`config.mk`:
```
export PLATFORM = sky130hd
export DESIGN_NAME = bankers_resource_allocator
export DESIGN_NICKNAME = d
export VERILOG_FILES = /design/src/hw/rtl/bra_pkg.sv /design/src/hw/rtl/bra_datapath.sv /design/src/hw/rtl/bra_ctrl.sv /design/src/hw/rtl/bankers_resource_allocator.sv
export SDC_FILE = /design/constraint.sdc
export NUM_CORES = 2
export LEC_CHECK = 0
export ABC_AREA = 1
export BUFFER_PORTS_ARGS = -buffer_cell sky130_fd_sc_hd__buf_2
export CORE_AREA = 2 2 329 331
export CTS_BUF_LIST = sky130_fd_sc_hd__clkbuf_8
export DETAILED_ROUTE_END_ITERATION = 8
export DIE_AREA = 0 0 331 333
export HOLD_SLACK_MARGIN = 0.02
export SYNTH_ARGS = -nofsm -noshare
export SYNTH_HDL_FRONTEND = slang
export SYNTH_SLANG_ARGS = --single-unit
```
`constraint.sdc`:
```
create_clock -name i_clk -period 5 [get_ports i_clk]
set_input_delay 1 -clock i_clk [delete_from_list [all_inputs] [get_ports i_clk]]
set_output_delay 1 -clock i_clk [all_outputs]
set_load 0.02 [all_outputs]
```
`src/hw/rtl/bra_pkg.sv`:
```
// Shared types and operation codes of the banker's resource allocator.
package bra_pkg;
    localparam logic [2:0] FUNC_SET_MAX   = 3'd0;
    localparam logic [2:0] FUNC_SET_AVAIL = 3'd1;
    localparam logic [2:0] FUNC_REQUEST   = 3'd2;
    localparam logic [2:0] FUNC_RELEASE   = 3'd3;
    localparam logic [2:0] FUNC_SAFETY    = 3'd4;

    localparam logic [1:0] ST_OK     = 2'd0;
    localparam logic [1:0] ST_EXCEED = 2'd1;
    localparam logic [1:0] ST_WAIT   = 2'd2;
    localparam logic [1:0] ST_UNSAFE = 2'd3;

    localparam int AMOUNT_FIELDS = 4;

    // controller -> datapath
    typedef struct packed {
        logic load;       // capture input beat
        logic set_max;
        logic set_avail;
        logic release_op;
        logic check;      // compare request against need and avail
        logic commit;     // tentative grant
        logic scan_init;  // work := avail, clear marks, row := 0
        logic scan_step;  // examine one row
        logic rollback;
    } t_cmd;

    // datapath -> controller
    typedef struct packed {
        logic exceed;
        logic wait_av;
        logic bad_proc;   // process index outside the tables
        logic row_last;   // current row is last active row
        logic all_done;   // all active rows finished
        logic progress;   // some row finished during this pass
    } t_sts;
endpackage

```
`src/hw/rtl/bra_datapath.sv`:
```
// Tables, work vector and row-serial safety scan of the allocator.
module bra_datapath import bra_pkg::*; #(
    parameter int MAX_PROCESSES = 8,
    parameter int MAX_RESOURCES = 4,
    parameter int AMOUNT_BITS   = 8
) (
    input  logic                   i_clk,
    input  logic                   i_rst_n,
    input  t_cmd                   i_cmd,
    output t_sts                   o_sts,
    input  logic [2:0]             i_process,
    input  logic [7:0]             i_amount [AMOUNT_FIELDS],
    input  logic [3:0]             i_active_processes,
    input  logic [2:0]             i_active_resources
);
    localparam int PW = (MAX_PROCESSES > 1) ? $clog2(MAX_PROCESSES) : 1;
    localparam int NR = (MAX_RESOURCES < AMOUNT_FIELDS) ? MAX_RESOURCES : AMOUNT_FIELDS;
    localparam logic [AMOUNT_BITS-1:0] AMT_MAX = {AMOUNT_BITS{1'b1}};

    logic [AMOUNT_BITS-1:0] r_need  [MAX_PROCESSES][MAX_RESOURCES];
    logic [AMOUNT_BITS-1:0] r_alloc [MAX_PROCESSES][MAX_RESOURCES];
    logic [AMOUNT_BITS-1:0] r_avail [MAX_RESOURCES];
    logic [AMOUNT_BITS-1:0] r_work  [MAX_RESOURCES];
    logic [AMOUNT_BITS-1:0] r_amt   [MAX_RESOURCES];
    logic [AMOUNT_BITS-1:0] r_old_av [MAX_RESOURCES];
    logic [AMOUNT_BITS-1:0] r_old_al [MAX_RESOURCES];
    logic [AMOUNT_BITS-1:0] r_old_nd [MAX_RESOURCES];
    logic [MAX_PROCESSES-1:0] r_fin;
    logic [PW-1:0]          r_row;
    logic [PW-1:0]          r_proc;
    logic                   r_proc_ok;
    logic                   r_progress;
    logic [6:0]             r_done;

    logic [6:0] np;
    logic [3:0] nr;
    logic [MAX_RESOURCES-1:0] res_en;
    logic fits;
    logic exceed, wait_av;

    always_comb begin
        np = {3'd0, i_active_processes};
        if (np == 7'd0) np = 7'd1;
        if (np > 7'(MAX_PROCESSES)) np = 7'(MAX_PROCESSES);
        nr = {1'b0, i_active_resources};
        if (nr == 4'd0) nr = 4'd1;
        if (nr > 4'(NR)) nr = 4'(NR);
        for (int j = 0; j < MAX_RESOURCES; j++) res_en[j] = (4'(j) < nr);
    end

    always_comb begin
        fits = 1'b1;
        exceed = 1'b0;
        wait_av = 1'b0;
        for (int j = 0; j < MAX_RESOURCES; j++) begin
            if (res_en[j] && r_need[r_row][j] > r_work[j]) fits = 1'b0;
            if (res_en[j] && r_amt[j] > r_need[r_proc][j]) exceed = 1'b1;
            if (res_en[j] && r_amt[j] > r_avail[j]) wait_av = 1'b1;
        end
    end

    assign o_sts.exceed   = exceed;
    assign o_sts.wait_av  = wait_av;
    assign o_sts.bad_proc = !r_proc_ok;
    assign o_sts.row_last = ({1'b0, 6'(r_row)} + 7'd1) >= np;
    assign o_sts.all_done = r_done >= np;
    assign o_sts.progress = r_progress;

    function automatic logic [AMOUNT_BITS-1:0] sat_add(
        input logic [AMOUNT_BITS-1:0] a, input logic [AMOUNT_BITS-1:0] b);
        logic [AMOUNT_BITS:0] s;
        s = {1'b0, a} + {1'b0, b};
        return s[AMOUNT_BITS] ? AMT_MAX : s[AMOUNT_BITS-1:0];
    endfunction

    always_ff @(posedge i_clk) begin
        if (!i_rst_n) begin
            for (int i = 0; i < MAX_PROCESSES; i++)
                for (int j = 0; j < MAX_RESOURCES; j++) begin
                    r_need[i][j]  <= '0;
                    r_alloc[i][j] <= '0;
                end
            for (int j = 0; j < MAX_RESOURCES; j++) begin
                r_avail[j] <= '0;
                r_work[j]  <= '0;
            end
            r_fin      <= '0;
            r_row      <= '0;
            r_done     <= '0;
            r_progress <= 1'b0;
            r_proc     <= '0;
            r_proc_ok  <= 1'b0;
        end else begin
            if (i_cmd.load) begin
                for (int j = 0; j < MAX_RESOURCES; j++)
                    r_amt[j] <= (j < AMOUNT_FIELDS) ? AMOUNT_BITS'(i_amount[j]) : '0;
                r_proc    <= PW'(i_process);
                r_proc_ok <= ({1'b0, i_process} < 4'(MAX_PROCESSES)) ||
                             (MAX_PROCESSES > 8);
            end
            for (int j = 0; j < MAX_RESOURCES; j++) begin
                if (res_en[j]) begin
                    if (i_cmd.set_max) r_need[r_proc][j] <= r_amt[j];
                    if (i_cmd.set_avail) r_avail[j] <= r_amt[j];
                    if (i_cmd.release_op) begin
                        r_avail[j] <= sat_add(r_avail[j], r_alloc[r_proc][j]);
                        r_need[r_proc][j] <= sat_add(r_need[r_proc][j], r_alloc[r_proc][j]);
                        r_alloc[r_proc][j] <= '0;
                    end
                    if (i_cmd.commit) begin
                        r_old_av[j] <= r_avail[j];
                        r_old_al[j] <= r_alloc[r_proc][j];
                        r_old_nd[j] <= r_need[r_proc][j];
                        r_avail[j] <= r_avail[j] - r_amt[j];
                        r_alloc[r_proc][j] <= sat_add(r_alloc[r_proc][j], r_amt[j]);
                        r_need[r_proc][j] <= r_need[r_proc][j] - r_amt[j];
                    end
                    if (i_cmd.rollback) begin
                        r_avail[j] <= r_old_av[j];
                        r_alloc[r_proc][j] <= r_old_al[j];
                        r_need[r_proc][j] <= r_old_nd[j];
                    end
                end
            end
            if (i_cmd.scan_init) begin
                for (int j = 0; j < MAX_RESOURCES; j++) r_work[j] <= r_avail[j];
                r_fin      <= '0;
                r_row      <= '0;
                r_done     <= '0;
                r_progress <= 1'b0;
            end
            if (i_cmd.scan_step) begin
                if (!r_fin[r_row] && fits) begin
                    for (int j = 0; j < MAX_RESOURCES; j++)
                        if (res_en[j]) r_work[j] <= sat_add(r_work[j], r_alloc[r_row][j]);
                    r_fin[r_row] <= 1'b1;
                    r_done       <= r_done + 7'd1;
                    r_progress   <= 1'b1;
                end else if (r_row == '0) begin
                    // first row of a pass: progress is counted afresh
                    r_progress <= 1'b0;
                end
                if (o_sts.row_last) begin
                    r_row <= '0;
                end else begin
                    r_row <= r_row + PW'(1);
                end
            end
        end
    end
endmodule

```
`src/hw/rtl/bra_ctrl.sv`:
```
// Sequencer of the allocator: decode, check, commit, scan, rollback, result.
module bra_ctrl import bra_pkg::*; (
    input  logic       i_clk,
    input  logic       i_rst_n,
    input  logic       i_valid,
    output logic       o_stall,
    input  logic [2:0] i_func,
    output t_cmd       o_cmd,
    input  t_sts       i_sts,
    output logic       o_valid,
    input  logic       i_stall,
    output logic [1:0] o_status
);
    typedef enum logic [2:0] {S_IDLE, S_EXEC, S_CHECK, S_INIT, S_SCAN, S_OUT} t_state;

    t_state     r_state;
    logic [2:0] r_func;
    logic       r_valid;
    logic [1:0] r_status;
    logic       r_req;
    logic       r_pass_end;

    // one item in flight; accept once the result register is free
    assign o_stall  = (r_state != S_IDLE) || (r_valid && i_stall);
    assign o_valid  = r_valid;
    assign o_status = r_status;

    logic acc;
    assign acc = i_valid && !o_stall;

    always_comb begin
        o_cmd = '0;
        o_cmd.load = acc;
        case (r_state)
            S_EXEC: begin
                o_cmd.set_max    = (r_func == FUNC_SET_MAX) && !i_sts.bad_proc;
                o_cmd.set_avail  = (r_func == FUNC_SET_AVAIL);
                o_cmd.release_op = (r_func == FUNC_RELEASE) && !i_sts.bad_proc;
                o_cmd.scan_init  = (r_func == FUNC_SAFETY);
            end
            S_CHECK: begin
                o_cmd.commit = !i_sts.exceed && !i_sts.wait_av;
            end
            S_INIT: o_cmd.scan_init = 1'b1;
            S_SCAN: begin
                o_cmd.scan_step = !i_sts.all_done && !r_pass_end;
                o_cmd.rollback  = r_req && r_pass_end && !i_sts.progress && !i_sts.all_done;
            end
            default: ;
        endcase
    end

    always_ff @(posedge i_clk) begin
        if (!i_rst_n) begin
            r_state    <= S_IDLE;
            r_valid    <= 1'b0;
            r_func     <= FUNC_SET_MAX;
            r_status   <= ST_OK;
            r_req      <= 1'b0;
            r_pass_end <= 1'b0;
        end else begin
            if (r_valid && !i_stall) r_valid <= 1'b0;
            case (r_state)
                S_IDLE: begin
                    if (acc) begin
                        r_func  <= i_func;
                        r_state <= S_EXEC;
                    end
                end
                S_EXEC: begin
                    r_status <= ST_OK;
                    r_req    <= 1'b0;
                    r_pass_end <= 1'b0;
                    case (r_func)
                        FUNC_REQUEST: r_state <= i_sts.bad_proc ? S_OUT : S_CHECK;
                        FUNC_SAFETY:  r_state <= S_SCAN;
                        default:      r_state <= S_OUT;
                    endcase
                end
                S_CHECK: begin
                    if (i_sts.exceed) begin
                        r_status <= ST_EXCEED;
                        r_state  <= S_OUT;
                    end else if (i_sts.wait_av) begin
                        r_status <= ST_WAIT;
                        r_state  <= S_OUT;
                    end else begin
                        r_req   <= 1'b1;
                        r_state <= S_INIT;
                    end
                end
                S_INIT: r_state <= S_SCAN;
                S_SCAN: begin
                    if (i_sts.all_done) begin
                        r_state <= S_OUT;
                    end else if (r_pass_end) begin
                        // end of a full pass with rows still unfinished
                        r_pass_end <= 1'b0;
                        if (!i_sts.progress) begin
                            r_status <= ST_UNSAFE;
                            r_state  <= S_OUT;
                        end
                    end else if (i_sts.row_last) begin
                        r_pass_end <= 1'b1;
                    end
                end
                S_OUT: begin
                    r_valid <= 1'b1;
                    r_state <= S_IDLE;
                end
                default: r_state <= S_IDLE;
            endcase
        end
    end
endmodule

```
`src/hw/rtl/bankers_resource_allocator.sv`:
```
// Banker's resource allocator: one status beat per operation beat. A request that
// passes its check is committed tentatively and then scanned for safety over the P
// active processes (one row examined per cycle, a pass-end step after each pass, up
// to P passes); a safety check scans straight after decode, and other operations
// go from decode to the result. The next beat is taken once the result is delivered
// or its register is free. Requests beyond need or availability are refused without
// changing state, and a grant that leaves no safe finishing order is undone.
module bankers_resource_allocator import bra_pkg::*; #(
    parameter int MAX_PROCESSES = 8,
    parameter int MAX_RESOURCES = 4,
    parameter int AMOUNT_BITS   = 8
) (
    input  logic       i_clk,
    input  logic       i_rst_n,
    input  logic       i_valid,
    output logic       o_stall,
    input  logic [2:0] i_func,
    input  logic [2:0] i_process,
    input  logic [7:0] i_amount_0,
    input  logic [7:0] i_amount_1,
    input  logic [7:0] i_amount_2,
    input  logic [7:0] i_amount_3,
    output logic       o_valid,
    input  logic       i_stall,
    output logic [1:0] o_status,
    input  logic       i_cfg_valid,
    output logic       o_cfg_ready,
    input  logic       i_cfg_index,
    input  logic [3:0] i_cfg_data
);
    localparam logic CFG_PROCS = 1'b0;
    localparam logic CFG_RES   = 1'b1;

    logic [3:0] r_active_processes;
    logic [2:0] r_active_resources;
    logic [7:0] amount [AMOUNT_FIELDS];
    t_cmd cmd;
    t_sts sts;

    assign o_cfg_ready = 1'b1;
    assign amount[0] = i_amount_0;
    assign amount[1] = i_amount_1;
    assign amount[2] = i_amount_2;
    assign amount[3] = i_amount_3;

    always_ff @(posedge i_clk) begin
        if (!i_rst_n) begin
            r_active_processes <= 4'd8;
            r_active_resources <= 3'd4;
        end else if (i_cfg_valid) begin
            case (i_cfg_index)
                CFG_PROCS: r_active_processes <= i_cfg_data;
                CFG_RES:   r_active_resources <= i_cfg_data[2:0];
                default: ;
            endcase
        end
    end

    bra_ctrl u_ctrl (
        .i_clk    (i_clk),
        .i_rst_n  (i_rst_n),
        .i_valid  (i_valid),
        .o_stall  (o_stall),
        .i_func   (i_func),
        .o_cmd    (cmd),
        .i_sts    (sts),
        .o_valid  (o_valid),
        .i_stall  (i_stall),
        .o_status (o_status)
    );

    bra_datapath #(
        .MAX_PROCESSES (MAX_PROCESSES),
        .MAX_RESOURCES (MAX_RESOURCES),
        .AMOUNT_BITS   (AMOUNT_BITS)
    ) u_dp (
        .i_clk              (i_clk),
        .i_rst_n            (i_rst_n),
        .i_cmd              (cmd),
        .o_sts              (sts),
        .i_process          (i_process),
        .i_amount           (amount),
        .i_active_processes (r_active_processes),
        .i_active_resources (r_active_resources)
    );
endmodule
```
### Yosys cells after proc, flatten, opt, wreduce, memory -nomap -nowiden

Memory sizes are Yosys's and may differ from the RTL's. A register that Yosys moved wholly into a read port is not among the register bits.
Cells that the tools add are included.

| word-level totals | value |
|---|---|
| logic and storage cells | 416 |
| bits in registers | 41 |
| bits in writable memories | 704 |
| memory bits (read-only) | 0 |
| bits in latches | 0 |
| output and inout port bits | 5 |
| memories | 8 |

Memory list:

| memory | words | bits a word | rd ports | clocked after memory_dff | wr ports | line | RTL |
|---|---|---|---|---|---|---|---|
| u_dp.r_alloc | 8 | 32 | 2 | 2 | 8 | bra_datapath.sv:21 | `logic [AMOUNT_BITS-1:0] r_alloc [MAX_PROCESSES][MAX_RESOURCES];` |
| u_dp.r_need | 8 | 32 | 2 | 2 | 8 | bra_datapath.sv:20 | `logic [AMOUNT_BITS-1:0] r_need [MAX_PROCESSES][MAX_RESOURCES];` |
| u_dp.r_amt | 4 | 8 | 4 | 0 | 4 | bra_datapath.sv:24 | `logic [AMOUNT_BITS-1:0] r_amt [MAX_RESOURCES];` |
| u_dp.r_avail | 4 | 8 | 4 | 0 | 4 | bra_datapath.sv:22 | `logic [AMOUNT_BITS-1:0] r_avail [MAX_RESOURCES];` |
| u_dp.r_old_al | 4 | 8 | 4 | 0 | 4 | bra_datapath.sv:26 | `logic [AMOUNT_BITS-1:0] r_old_al [MAX_RESOURCES];` |
| u_dp.r_old_av | 4 | 8 | 4 | 0 | 4 | bra_datapath.sv:25 | `logic [AMOUNT_BITS-1:0] r_old_av [MAX_RESOURCES];` |
| 2 more memories | n/a | n/a | n/a | n/a | n/a | n/a |  |

| cells by class | value |
|---|---|
| equal/unequal tests | 18 |
| shift-type cells | 0 |
| $mul | 0 |
| magnitude comparators | 22 |
| div/mod/pow operators | 0 |
| reduce and logical (&&, ||, !) cells | 53 |
| bitwise operators | 46 |
| muxes and demuxes | 228 |
| $add $sub $neg | 27 |

Operators by type and width:

| operator | number |
|---|---|
| $mux 8 | 64 |
| $add 8x8->9 | 16 |
| $mux 1 | 118 |
| $gt 8x8->1 | 12 |
| $mux 3 | 23 |
| $mux 32 | 2 |
| $reduce_or 32->1 | 2 |
| $sub 8x8->8 | 8 |
| $or 1x1->1 | 44 |
| $logic_and 1x1->1 | 24 |
| $mux 7 | 3 |
| $mux 4 | 4 |
| $pmux 3 s5 | 1 |
| $ge 7x4->1 | 2 |
| $eq 3x2->1 const B | 4 |
| $logic_not 3->1 | 4 |
| $mux 2 | 6 |
| $eq 3x3->1 const B | 3 |
| $logic_not 1->1 | 8 |
| $ne 2x2->1 const B | 4 |
| $or 8x8->8 | 1 |
| $reduce_and 2->1 | 4 |
| $reduce_bool 2->1 | 4 |
| $add 7x1->7 const B | 1 |
| 23 further kinds | 32 |

### Longest topological paths before layout

| depth | value |
|---|---|
| depth after elaboration | 21 |
| depth in mapped cells | 26 |
| mapped depth without buffers | 24 |

### Modules after synthesis

Synthesis repeated with hierarchy kept, for this count alone.

| second synthesis, totals | value |
|---|---|
| cells, all modules | 5610 |
| area total of the unflattened synthesis | 47041.4 um^2 |

By module, submodules not included:

| module | cells each | times used | area each (um^2) |
|---|---|---|---|
| bra_datapath | 5466 | 1 | 46066.7 |
| bra_ctrl | 103 | 1 | 689.4 |
| bankers_resource_allocator | 41 | 1 | 285.3 |

### Worst setup path after synthesis

No wires, ideal clock.

| path | value |
|---|---|
| path kind | register to register |
| start point | register with a tool-made name |
| end point | memory u_dp.r_avail[3][0], enable pin |
| buffers on the path | 3 |
| library setup time | 384 ps |
| arrival time | 4046 ps |
| data required time | 4616 ps |
| path slack | 570 ps |
| stages on the path, launching flop included | 23 |
| cell sequence | dfxtp_1 > clkbuf_1 > clkbuf_1 > clkbuf_1 > o21ai_0 > o21ai_0 > nand2_1 > o21ai_0 > inv_1 > ha_1 > fa_1 > nand3b_1 > nand2_1 > nand2_1 > nand3_1 > inv_2 > nor2_1 > nand3_2 > nor2_4 > nand2_4 > nand4_1 > inv_1 > o21ai_0 |

RTL lines:

| element | line |
|---|---|
| end: declaration | bra_datapath.sv:22 |

==> results by group <==
Global routing
  – Largest net degree at the start of global routing: 160
  – Gr ovfl total: 0
  – Number of global-route vias before repair: 39500
  – GRT Util Overall: 27.7%
  – First-pass GRT wire length: 235000 um
  – Initial antenna violation count: 3

STA
  – Achievable clock frequency: 212 MHz
  – Fin crit share: 94.2%
  – Slew Limit Fails: 0
  – Least-Margin Pin Slew: 1.02 ns
  – Post-route setup TNS: 0 ns
  – Setup Skew: 0.0370 ns
  – Worst slew margin: 32.0%
  – Hold_ws: 0.350 ns
  – Final setup viols: 0
  – Tmin final: 4.71 ns
  – Final hold vios: 0
  – RSZ-0062 raised after global routing: no
  – Final worst slack: 0.289 ns

Final layout
  – Area grow syn2layout: 12.3%
  – Final core occ: 50.3%
  – # nets final: 6227
  – Cell Count, Final, Fillers Out: 7424
  – Layout cell share with drive strength beyond 1: 11.6%

Placed design
  – Post-DP HPWL: 111000 um
  – Port Buf Inserts: 51
  – Routability cong.: 0.934
  – Placed instance count: 7181
  – Place WS: 0.115 ns

Worst setup path
  – CP required: 5.52 ns
  – Crit Path Category: reg2reg
  – Buf/Inv on CP: 6
  – Critical path arrival: 5.23 ns
  – Delay-heaviest family, CP: buffers and inverters
  – Crit path max fanout: 48
  – Critical Path Source Type: register
  – Slowest library cell on the worst path: dfxtp_4
  – Max incr delay on CP: 0.51 ns
  – Crit path top cell by count: o21ai_0
  – CP endpoint kind: register
  – CP Cell Sequence: buf_12 > buf_12 > o21ai_0 > o21ai_0 > inv_1 > o21ai_1 > inv_1 > ha_1 > fa_1 > o21ai_2 > nand2_1 > nand3_1 > nand3_2 > nor2_4 > nand2_4 > nand4_1 > clkinvlp_4 > o21ai_0 > buf_4

CTS
  – CTS clk-pin slew, worst paths: 0.06 ns
  – Clock Sinks: 751
  – Clock buffer depth: 3
  – Root Driver: clkbuf_8
  – TritonCTS clock tree: yes
  – CTS H-tree lvls: 4
  – Hold Buf Count CTS: 0
  – Clk Latency, worst-skew pair: 0.84 ns
  – Inserted Clock Buffers: 134

Power
  – Max rail drop VDD: 0.000295 V
  – Switching Fraction: 42.1%
  – Clk network pwr share: 22.7%
  – Reg power frac: 31.3%
  – Leak: 21.6 nW
  – Int Pwr: 14.0 mW
  – Switch Pwr: 10.2 mW
  – Pwr Density: 452 nW/um^2
  – Logic pwr share: 46.0%

Synth
  – Synth Register Bits: 751
  – Synth area leader: edfxtp_1
  – Post-Syn Nets: 6043
  – Share of the synthesized area in the top cell type: 44.2%
  – Top-count cell post-synth: nand2_1
  – Seq/Total Area, Yosys: 46.2%
  – Top FF cell, synth: edfxtp_1
  – Post-synthesis instance area: 47800 um^2
  – YS warnings: 0
  – Async SR Flop Fraction: 0%
  – Synthesized instance count: 5736
  – EDFF count, synth: 704
  – Yosys cell types: 57
  – Ranking of synthesized cells by area: edfxtp_1 (44%), o21ai_0 (7.5%), nand2_1 (7.4%)
  – Top post-synthesis cells by count: nand2_1 (940), nor2_1 (809), o21ai_0 (717), edfxtp_1 (704), inv_1 (604)
  – Avg Cell Area, Syn: 8.33 um^2

Routing
  – Post-Route WL: 154000 um
  – DRT iter0 DRCs: 4518
  – ANT nets after route: 0
  – Vias per cell: 5.67
  – DR vias: 42100
  – Pre-antenna DRT Iters: 6
  – Wirelength per Cell: 20.7 um
  – DR DRC count: 0

Floorplanning
  – Die Height: 333 um
  – DIE AREA: 110000 um^2
  – # rows: 120
  – IO Pins: 53
  – Total core area: 107000 um^2
  – Die width: 331 um
  – Initial Util: 44.8%

Hold path
  – Worst Hold Class: in2reg

Outcome
  – Run status: complete, no violations

Job
  – Max-cap viol count: 0
-- area by class of cell --
| type | instances | area [um^2] |
|---|---|---|
| fill | 10200 | 52900 |
| multi-input combinational | 4091 | 22400 |
| sequential | 751 | 22100 |
| timing repair buffer | 317 | 2530 |
| inverter | 624 | 2370 |
| clock buffer | 140 | 1930 |
| tap | 1403 | 1760 |
| clock inverter | 94 | 520 |
| antenna | 3 | 7.51 |
| timing repair inverter | 1 | 5.00 |
-- flip-flops by register name, summed over array words and instances, names as in the netlist, named ones only --
name,cells
u_dp.r_alloc,256
u_dp.r_work,32
u_dp.r_old_al,32
r_active_resources,3
u_dp.r_proc,3
u_dp.r_progress,1
u_dp.r_avail,32
u_ctrl.r_func,3
u_dp.r_done,7
u_ctrl.r_state,3
u_ctrl.o_valid,1
u_ctrl.r_req,1
r_active_processes,4
u_dp.r_need,256
u_dp.r_old_nd,32
u_ctrl.r_pass_end,1
u_dp.r_old_av,32
u_dp.r_row,3
u_ctrl.o_status,2
u_dp.r_fin,8
u_dp.r_proc_ok,1
u_dp.r_amt,32
-- power groups by stage --
stage                     logic, mW  registers [mW]  clock network (mW)
after floorplan                7.64            7.55                   0
after global placement         10.9            7.72                   0
after detailed placement       10.9            7.72                   0
after CTS                      11.0            7.60                5.59
after global routing           12.5            7.63                5.86
final                          11.2            7.60                5.50
-- path summary, 6_finish.rpt --
check	startpoint	endpoint	slack (ns)	cells after the start
worst max register to register	register	u_dp.r_avail[3][4]	0.29	19
worst max-delay path	register	u_dp.r_avail[3][4]	0.29	19
worst min register to register	u_dp.r_done[6]	u_dp.r_done[6]	0.43	2
worst min-delay path	i_amount_2[7]	u_dp.r_amt[2][7]	0.35	1
-- layer usage --
metal	track usage, %	wire length [um]	vias up
met1	38.9	67100	19900
li1	-	-	20100
met4	10.3	5450	0
met5	0	0	-
met2	43.3	69700	1758
met3	3.89	11300	320
-- per-stage QoR --
| step | total power [mW] | area, um^2 |
|---|---|---|
| final | 24.3 | 53700 |
| after global routing | 26.0 | 53600 |
| after CTS | 24.2 | 53400 |
| after detailed placement | 18.7 | 51000 |
| after global placement | 18.6 | 51000 |
| after floorplan | 15.2 | 47800 |
-- placed cells by master, fill, tap and decap left out, types with 50 or more instances in the layout --
cell / instances
a21oi_1: 508
a31oi_1: 120
buf_2: 50
buf_4: 242
clkbuf_8: 140
edfxtp_1: 704
ha_1: 235
inv_1: 634
nand2_1: 903
nand2_2: 55
nand3_1: 170
nand4_1: 63
nor2_1: 808
o211ai_1: 126
o21ai_0: 714
xor2_1: 52
-- logic make-up (layout without fill, tap and decap cells) --
kind of cell             after synthesis  in the layout  synth area share (%)
adder cells (fa/ha/maj)              259            259                  7.16
multiplexers                           1              1                0.0209
XOR/XNOR                              97             97                  1.78
other                                  1              4               0.00785
flip-flops                           751            751                  46.2
AND/OR/NAND/NOR                     2180           2180                  19.9
AO/OA/AOI/OAI                       1553           1553                  17.6
buffers and inverters                894           1176                  7.26
-- timing repair --
item / CTS / global route
hold endpoints to repair: 0 / 0
buffers inserted: 0 / 5
setup endpoints to repair: 0 / 766
resized for setup: 0 / 60
Power figures use the tool's default switching activity.
